$ cat src/design/sha256_pkg.sv
// sha256_pkg: payload beat types and hash constants for the sha-256 engine
// no dependencies; used by sha256_hash_engine
`default_nettype none

package sha256_pkg;

   localparam int unsigned WORD_W     = 32;
   localparam int unsigned COUNT_W    = 61;
   localparam int unsigned ROUNDS     = 64;
   localparam int unsigned ROUND_W    = 6;
   localparam int unsigned WIN_DEPTH  = 16;
   localparam int unsigned WIB_W      = 4;
   localparam int unsigned NUM_CHAIN  = 8;
   localparam int unsigned IDX_W      = 3;

   localparam logic [WORD_W-1:0] MARKER_WORD = 32'h8000_0000;

   typedef struct packed {
      logic [31:0] data_word;
      logic [2:0]  byte_count;
      logic        last;
   } req_type;

   typedef struct packed {
      logic [31:0] digest_word;
      logic [2:0]  word_index;
      logic        last_word;
   } rsp_type;

   localparam logic [WORD_W-1:0] INIT_HASH [NUM_CHAIN] = '{
      32'h6a09e667, 32'hbb67ae85, 32'h3c6ef372, 32'ha54ff53a,
      32'h510e527f, 32'h9b05688c, 32'h1f83d9ab, 32'h5be0cd19
   };

   localparam logic [WORD_W-1:0] ROUND_K [ROUNDS] = '{
      32'h428a2f98, 32'h71374491, 32'hb5c0fbcf, 32'he9b5dba5,
      32'h3956c25b, 32'h59f111f1, 32'h923f82a4, 32'hab1c5ed5,
      32'hd807aa98, 32'h12835b01, 32'h243185be, 32'h550c7dc3,
      32'h72be5d74, 32'h80deb1fe, 32'h9bdc06a7, 32'hc19bf174,
      32'he49b69c1, 32'hefbe4786, 32'h0fc19dc6, 32'h240ca1cc,
      32'h2de92c6f, 32'h4a7484aa, 32'h5cb0a9dc, 32'h76f988da,
      32'h983e5152, 32'ha831c66d, 32'hb00327c8, 32'hbf597fc7,
      32'hc6e00bf3, 32'hd5a79147, 32'h06ca6351, 32'h14292967,
      32'h27b70a85, 32'h2e1b2138, 32'h4d2c6dfc, 32'h53380d13,
      32'h650a7354, 32'h766a0abb, 32'h81c2c92e, 32'h92722c85,
      32'ha2bfe8a1, 32'ha81a664b, 32'hc24b8b70, 32'hc76c51a3,
      32'hd192e819, 32'hd6990624, 32'hf40e3585, 32'h106aa070,
      32'h19a4c116, 32'h1e376c08, 32'h2748774c, 32'h34b0bcb5,
      32'h391c0cb3, 32'h4ed8aa4a, 32'h5b9cca4f, 32'h682e6ff3,
      32'h748f82ee, 32'h78a5636f, 32'h84c87814, 32'h8cc70208,
      32'h90befffa, 32'ha4506ceb, 32'hbef9a3f7, 32'hc67178f2
   };

endpackage

`default_nettype wire

$ cat src/design/sha256_hash_engine.sv
// sha256_hash_engine: streaming sha-256 with padding and digest read-out
// depends on sha256_pkg (beat types, initial hash and round constants)
//
// usage
//   req channel: one beat per 32-bit message word, first byte in bits 31:24;
//   every beat carries four bytes except the one flagged last, whose
//   byte_count (0..4, larger taken as 4) gives the valid leading bytes
//   rsp channel: after the last beat, eight beats carry the digest, word 0
//   first, with last_word high on the eighth
// compression and padding
//   a word beat is taken in ST_IDLE; the sixteenth word of a block starts a
//   compression in ST_ROUND, one round per cycle by the single round unit,
//   then the chaining add in ST_FOLD; no new word is taken until it is done
//   after the last beat the padder feeds one marker, zero or length word per
//   cycle while no compression runs, up to 18 in all, compressing wherever a block
//   fills (one or two compressions), then eight rsp beats
// reset
//   synchronous, active high: chaining words return to the initial hash,
//   byte count and block position clear, the engine sits idle and ready
// stalls
//   req_ready is low during each compression (ST_ROUND, ST_FOLD), and from the last
//   beat until the eighth digest beat is taken; a low rsp_ready simply holds
//   the current digest beat, nothing is lost
`default_nettype none

module sha256_hash_engine (
   input  wire                   clock,
   input  wire                   reset,
   input  wire                   req_valid,
   output logic                  req_ready,
   input  sha256_pkg::req_type   req_data,
   output logic                  rsp_valid,
   input  wire                   rsp_ready,
   output sha256_pkg::rsp_type   rsp_data
);

   // sequencer states
   localparam logic [2:0] ST_IDLE  = 3'd0;  // taking message words
   localparam logic [2:0] ST_PAD   = 3'd1;  // feeding marker, zero fill, length
   localparam logic [2:0] ST_ROUND = 3'd2;  // one compression round per cycle
   localparam logic [2:0] ST_FOLD  = 3'd3;  // add working words into the chain
   localparam logic [2:0] ST_OUT   = 3'd4;  // digest beats

   localparam int unsigned W = sha256_pkg::WORD_W;

   logic [2:0]                        state_ff, state_in;
   logic [W-1:0]                      chain_ff [sha256_pkg::NUM_CHAIN];
   logic [W-1:0]                      chain_in [sha256_pkg::NUM_CHAIN];
   logic [W-1:0]                      work_ff  [sha256_pkg::NUM_CHAIN];
   logic [W-1:0]                      work_in  [sha256_pkg::NUM_CHAIN];
   // schedule window as a shift line: entry 0 is the oldest word
   logic [W-1:0]                      win_ff   [sha256_pkg::WIN_DEPTH];
   logic [sha256_pkg::COUNT_W-1:0]    count_ff, count_in;
   logic [sha256_pkg::ROUND_W-1:0]    round_ff, round_in;
   logic [sha256_pkg::WIB_W-1:0]      wib_ff, wib_in;
   logic [sha256_pkg::IDX_W-1:0]      out_idx_ff, out_idx_in;
   logic                              pad_mode_ff, pad_mode_in;   // message closed
   logic                              need_mark_ff, need_mark_in; // marker word owed
   logic                              len_hi_ff, len_hi_in;       // upper length word sent
   logic                              len_done_ff, len_done_in;   // lower length word sent

   logic                              shift_en;
   logic [W-1:0]                      shift_word;
   logic                              push_en;
   logic [W-1:0]                      push_word;
   logic                              req_acc, rsp_acc;
   logic [2:0]                        nbytes;
   logic [W-1:0]                      tail_word;

   // round datapath
   logic [W-1:0] sum1, sum0, choose, major, t1, sched_s0, sched_s1, w_new;
   logic [W-1:0] bits_hi, bits_lo;

   function automatic logic [W-1:0] rotr(input logic [W-1:0] v, input int unsigned c);
      rotr = (v >> c) | (v << (W - c));
   endfunction

   assign req_ready = (state_ff == ST_IDLE);
   assign req_acc   = req_valid && req_ready;
   assign rsp_valid = (state_ff == ST_OUT);
   assign rsp_acc   = rsp_valid && rsp_ready;

   assign rsp_data.digest_word = chain_ff[out_idx_ff];
   assign rsp_data.word_index  = out_idx_ff;
   assign rsp_data.last_word   = (out_idx_ff == sha256_pkg::IDX_W'(sha256_pkg::NUM_CHAIN - 1));

   // clamp oversized counts to a full word
   assign nbytes = (req_data.byte_count > 3'd4) ? 3'd4 : req_data.byte_count;

   // short last word: keep leading bytes, marker right after them
   always_comb begin
      case (nbytes)
         3'd1:    tail_word = {req_data.data_word[31:24], 24'h80_0000};
         3'd2:    tail_word = {req_data.data_word[31:16], 16'h8000};
         3'd3:    tail_word = {req_data.data_word[31:8], 8'h80};
         default: tail_word = sha256_pkg::MARKER_WORD;
      endcase
   end

   // bit length, wraps modulo 2^64
   assign bits_hi = count_ff[sha256_pkg::COUNT_W-1 -: W];
   assign bits_lo = {count_ff[W-4:0], 3'b000};

   // compression round on working words a..h = work[0..7]
   assign sum1   = rotr(work_ff[4], 6) ^ rotr(work_ff[4], 11) ^ rotr(work_ff[4], 25);
   assign choose = (work_ff[4] & work_ff[5]) ^ (~work_ff[4] & work_ff[6]);
   assign t1     = work_ff[7] + sum1 + choose + sha256_pkg::ROUND_K[round_ff] + win_ff[0];
   assign sum0   = rotr(work_ff[0], 2) ^ rotr(work_ff[0], 13) ^ rotr(work_ff[0], 22);
   assign major  = (work_ff[0] & work_ff[1]) ^ (work_ff[0] & work_ff[2])
                 ^ (work_ff[1] & work_ff[2]);

   // schedule expansion in parallel with the round
   assign sched_s0 = rotr(win_ff[1], 7) ^ rotr(win_ff[1], 18) ^ (win_ff[1] >> 3);
   assign sched_s1 = rotr(win_ff[14], 17) ^ rotr(win_ff[14], 19) ^ (win_ff[14] >> 10);
   assign w_new    = win_ff[0] + sched_s0 + win_ff[9] + sched_s1;

   always_comb begin
      state_in     = state_ff;
      chain_in     = chain_ff;
      work_in      = work_ff;
      count_in     = count_ff;
      round_in     = round_ff;
      wib_in       = wib_ff;
      out_idx_in   = out_idx_ff;
      pad_mode_in  = pad_mode_ff;
      need_mark_in = need_mark_ff;
      len_hi_in    = len_hi_ff;
      len_done_in  = len_done_ff;
      push_en      = 1'b0;
      push_word    = '0;

      unique case (state_ff)
         ST_IDLE: begin
            if (req_acc) begin
               push_en = 1'b1;
               if (!req_data.last) begin
                  push_word = req_data.data_word;
                  count_in  = count_ff + sha256_pkg::COUNT_W'(4);
               end else begin
                  count_in    = count_ff + sha256_pkg::COUNT_W'(nbytes);
                  pad_mode_in = 1'b1;
                  if (nbytes == 3'd4) begin
                     push_word    = req_data.data_word;
                     need_mark_in = 1'b1;
                  end else begin
                     push_word = tail_word;
                  end
               end
            end
         end
         ST_PAD: begin
            push_en = 1'b1;
            if (need_mark_ff) begin
               push_word    = sha256_pkg::MARKER_WORD;
               need_mark_in = 1'b0;
            end else if (wib_ff == 4'd14) begin
               push_word = bits_hi;
               len_hi_in = 1'b1;
            end else if (wib_ff == 4'd15 && len_hi_ff) begin
               push_word   = bits_lo;
               len_done_in = 1'b1;
            end else begin
               push_word = '0;
            end
         end
         ST_ROUND: begin
            for (int i = 7; i > 0; i--) begin
               work_in[i] = work_ff[i-1];
            end
            work_in[4] = work_ff[3] + t1;
            work_in[0] = t1 + sum0 + major;
            round_in   = round_ff + 1'b1;
            if (round_ff == sha256_pkg::ROUND_W'(sha256_pkg::ROUNDS - 1)) begin
               state_in = ST_FOLD;
            end
         end
         ST_FOLD: begin
            for (int i = 0; i < sha256_pkg::NUM_CHAIN; i++) begin
               chain_in[i] = chain_ff[i] + work_ff[i];
            end
            if (len_done_ff) begin
               state_in = ST_OUT;
            end else if (pad_mode_ff) begin
               state_in = ST_PAD;
            end else begin
               state_in = ST_IDLE;
            end
         end
         ST_OUT: begin
            if (rsp_acc) begin
               out_idx_in = out_idx_ff + 1'b1;
               if (rsp_data.last_word) begin
                  // re-arm for the next message
                  chain_in     = sha256_pkg::INIT_HASH;
                  count_in     = '0;
                  wib_in       = '0;
                  out_idx_in   = '0;
                  pad_mode_in  = 1'b0;
                  need_mark_in = 1'b0;
                  len_hi_in    = 1'b0;
                  len_done_in  = 1'b0;
                  state_in     = ST_IDLE;
               end
            end
         end
         default: begin
            state_in = ST_IDLE;
         end
      endcase

      // a word into the block; the sixteenth starts a compression
      if (push_en) begin
         wib_in = wib_ff + 1'b1;
         if (wib_ff == 4'd15) begin
            work_in  = chain_ff;
            round_in = '0;
            state_in = ST_ROUND;
         end else if (state_ff == ST_IDLE && req_data.last) begin
            state_in = ST_PAD;
         end
      end
   end

   assign shift_en   = push_en || (state_ff == ST_ROUND);
   assign shift_word = push_en ? push_word : w_new;

   always_ff @(posedge clock) begin
      if (reset) begin
         state_ff     <= ST_IDLE;
         chain_ff     <= sha256_pkg::INIT_HASH;
         count_ff     <= '0;
         round_ff     <= '0;
         wib_ff       <= '0;
         out_idx_ff   <= '0;
         pad_mode_ff  <= 1'b0;
         need_mark_ff <= 1'b0;
         len_hi_ff    <= 1'b0;
         len_done_ff  <= 1'b0;
      end else begin
         state_ff     <= state_in;
         chain_ff     <= chain_in;
         count_ff     <= count_in;
         round_ff     <= round_in;
         wib_ff       <= wib_in;
         out_idx_ff   <= out_idx_in;
         pad_mode_ff  <= pad_mode_in;
         need_mark_ff <= need_mark_in;
         len_hi_ff    <= len_hi_in;
         len_done_ff  <= len_done_in;
      end
   end

   // datapath registers, no reset needed
   always_ff @(posedge clock) begin
      work_ff <= work_in;
      if (shift_en) begin
         for (int i = 0; i < sha256_pkg::WIN_DEPTH - 1; i++) begin
            win_ff[i] <= win_ff[i+1];
         end
         win_ff[sha256_pkg::WIN_DEPTH-1] <= shift_word;
      end
   end

endmodule

`default_nettype wire
$ cat config.mk
export PLATFORM = sky130hd
export DESIGN_NAME = sha256_hash_engine
export DESIGN_NICKNAME = d
export VERILOG_FILES = /design/src/design/sha256_pkg.sv /design/src/design/sha256_hash_engine.sv
export SDC_FILE = /design/constraint.sdc
export NUM_CORES = 2
export LEC_CHECK = 0
export ABC_CLOCK_PERIOD_IN_PS = 14000
export CORE_MARGIN = 8
export CORE_UTILIZATION = 47
export CTS_CLUSTER_DIAMETER = 120
export CTS_CLUSTER_SIZE = 24
export DETAILED_ROUTE_END_ITERATION = 10
export DONT_BUFFER_PORTS = 1
export SKIP_CTS_REPAIR_TIMING = 1
export SLEW_MARGIN = 20
export SYNTH_ARGS = -nofsm -noshare
export SYNTH_HDL_FRONTEND = slang
export SYNTH_SLANG_ARGS = --single-unit
export TNS_END_PERCENT = 1
$ cat constraint.sdc
create_clock -name clock -period 14 [get_ports clock]
set_input_delay 0.7 -clock clock [delete_from_list [all_inputs] [get_ports clock]]
set_output_delay 0.7 -clock clock [all_outputs]
set_load 0.05 [all_outputs]
==> impl_metrics.ini <==
[die]
num_rows = 139
num_io_pins = 78
chipHeight_um = 395.0
die_area_um2 = 156000
start_util_pct = 47.16
die_x_um = 395.0
fp.coreArea_um2 = 143100

[pwr]
internal-power_mw = 6.227
leakagePower_nw = 26.89
p_clk_share_pct = 18.9
switching_share_pct = 38.20
p_switching_mw = 3.849
finalPower_mw = 10.08
p_comb_share_pct = 41.3
seqPwrFrac_pct = 39.8
p_per_area_nw_per_um2 = 141.9
ir_drop_mv = 0.2160

[yosys]
synth_fp_nets = 7742
synth_enable_flop_cells = 512
yosys_warnings = 0
ys_dominant_reg_cell = dfxtp_1
seq_area_frac_synth_pct = 40.37
avgSynthCellArea_um2 = 9.500
synthArstFlopShare_pct = 0
syn_inst = 7105
ys_types = 97
ys_ff_latch = 1105
mappedNetlistArea_um2 = 67500

[cts]
clockBufferDepth = 3
root_buffer = clkbuf_16
clkSlewWorstSetupHoldPaths_ns = 0.11
cts_inserted_buffers = 55
cts.sinks = 1105
clock_latency_ns = 0.74
ctsHtreeMaxLevel = 2
cts_tree = done

[layout]
area_growth_pct = 5.213
fin_area_um2 = 71020
register_area_um2 = 27260
multi_input_area_um2 = 37910
final_common_cell = nand2_1
fin_nets = 7527
final_layout_size_suffix_gt1_share_pct = 5.307
layout_common_cells = nand2_1, nor2_1, dfxtp_1
fillers = 13322
fin_util_pct = 49.61

[timing]
worst_clock_skew_ns = 0.05039
min_period_ns = 10.08
hold_violations = 0
finalSetupViolCount = 0
slew_viol_final = 0
maxSlewHeadroom_pct = 24.64
rsz0062_at_grt = no
period_share_pct = 72.02
fmax_mhz = 99.18
worst_hold_slack_ns = 0.03804
worstMarginPinSlew_ns = 1.116
fin_tns_setup_ns = 0

[grt]
use_met2_pct = 49.19
grt_max_degree = 200
grt.total_usage_pct = 29.03
grt_most_used_layer = met2
grtUsageMet3_pct = 3.443
grt_pass1_vias = 50753
grt_pass1_wl_mm = 343.7
met1_usage_pct = 37.46
grt-ovfl-total = 0
antenna_found_initial = 12

[route]
avgRoutedWirePerCell_um = 26.75
drt_iter0_drc = 5007
route.vias.total = 53578
wl_mm = 236.0
drc = 0
via_per_inst = 6.074
drtPass1Iterations = 6
drtAntennaViolNets = 0

[place]
placed_area_um2 = 69360
globalplace.congestion = 0.9728
hpwl_mm = 176.4
io_buffers = 0

[setup_path]
critPathMaxFanout = 23
slowest_stage = o41ai_1
startpoint_type = flip-flop
crit_required_ns = 14.59
worstSetupPathType = flip-flop to flip-flop
arrival_ns = 10.68
cp_slowest_stage_delay_ns = 0.84
end_kind = flip-flop

[hold_path]
hp-class = input pin to flip-flop

[status]
status = completed

[run]
drv_cap = 0
## metrics by stage
step / instances / worst slack [ns]
detailed placement: 8736 / 4.115
global placement: 8736 / 4.199
global route: 8818 / 3.539
CTS: 8818 / 4.044
floorplan: 7105 / 0.5242
finish: 8821 / 3.917
## worst paths after layout
kind | from | to | slack [ns] | cells after the start
worst max-delay path | round_ff[1]$_SDFF_PP0_ | work_ff[255]$_DFF_P_ | 3.92 | 33
worst min-delay path | reset | chain_ff[183]$_SDFFE_PP0P_ | 0.04 | 1
worst max register to register | round_ff[1]$_SDFF_PP0_ | work_ff[255]$_DFF_P_ | 3.92 | 33
worst min register to register | win_ff[0][124]$_DFFE_PP_ | win_ff[0][92]$_DFFE_PP_ | 0.41 | 0
## cells by family after synthesis
family / after synthesis / share of synthesized area, %
buf+inv: 650 / 3.617
compound gates: 1861 / 17.35
simple gates: 2113 / 13.61
xor+xnor: 612 / 7.941
flops: 1105 / 40.37
mux: 145 / 3.552
fa+ha+maj: 619 / 13.57
## power by group through the flow
stage                     registers (mW)  logic (mW)  clock network (mW)
after detailed placement            4.09        4.08                   0
after floorplan                     4.02        2.95                   0
after global placement              4.08        4.04                   0
after CTS                           4.02        4.11                1.94
final                               4.01        4.16                1.90
after global routing                4.03        4.53                2.04
## metal layers
metal  wire [µm]  vias up
met1       96170    26230
met5          36        -
met3       14670      440
li1            -    24865
met2      112800     2037
met4       12340        6
## area by class of cell
cell class	instances	area share [%]
antenna	3	0.01057
clock buffer	67	2.016
timing repair buffer	95	1.040
inverter	283	1.499
tap	1903	3.353
clock inverter	15	0.3013
multi-input combinational	5350	53.39
sequential	1105	38.39
## synthesized netlist by cell type (196+ instances only)
library cell	number	area [µm²]
a31oi_1	264	1652
edfxtp_1	512	15370
a21oi_1	518	2592
inv_1	282	1059
fa_1	196	3924
xnor2_1	405	3547
clkbuf_1	319	1197
dfxtp_1	593	11870
nand2_1	876	3288
nor2_1	662	2485
ha_1	401	5017
xor2_1	207	1813
o21ai_0	335	1677
## state kept, by name, indices dropped and copies added (netlist names)
register      count
len_done_ff       1
win_ff          512
state_ff          3
round_ff          6
work_ff         256
pad_mode_ff       1
chain_ff        256
wib_ff            4
need_mark_ff      1
count_ff         61
len_hi_ff         1
out_idx_ff        3
## critical path, delay by kind of cell (launching register included)
family	cells	cell delay (ns)
AOI/OAI and AO/OA	16	4.65
adders and majority gates	6	2.87
and+or+nand+nor	6	1.07
buffers and inverters	3	0.63
xor gates and xnor gates	2	0.38
DFF	1	0.32
Power figures use the tool's default switching activity.
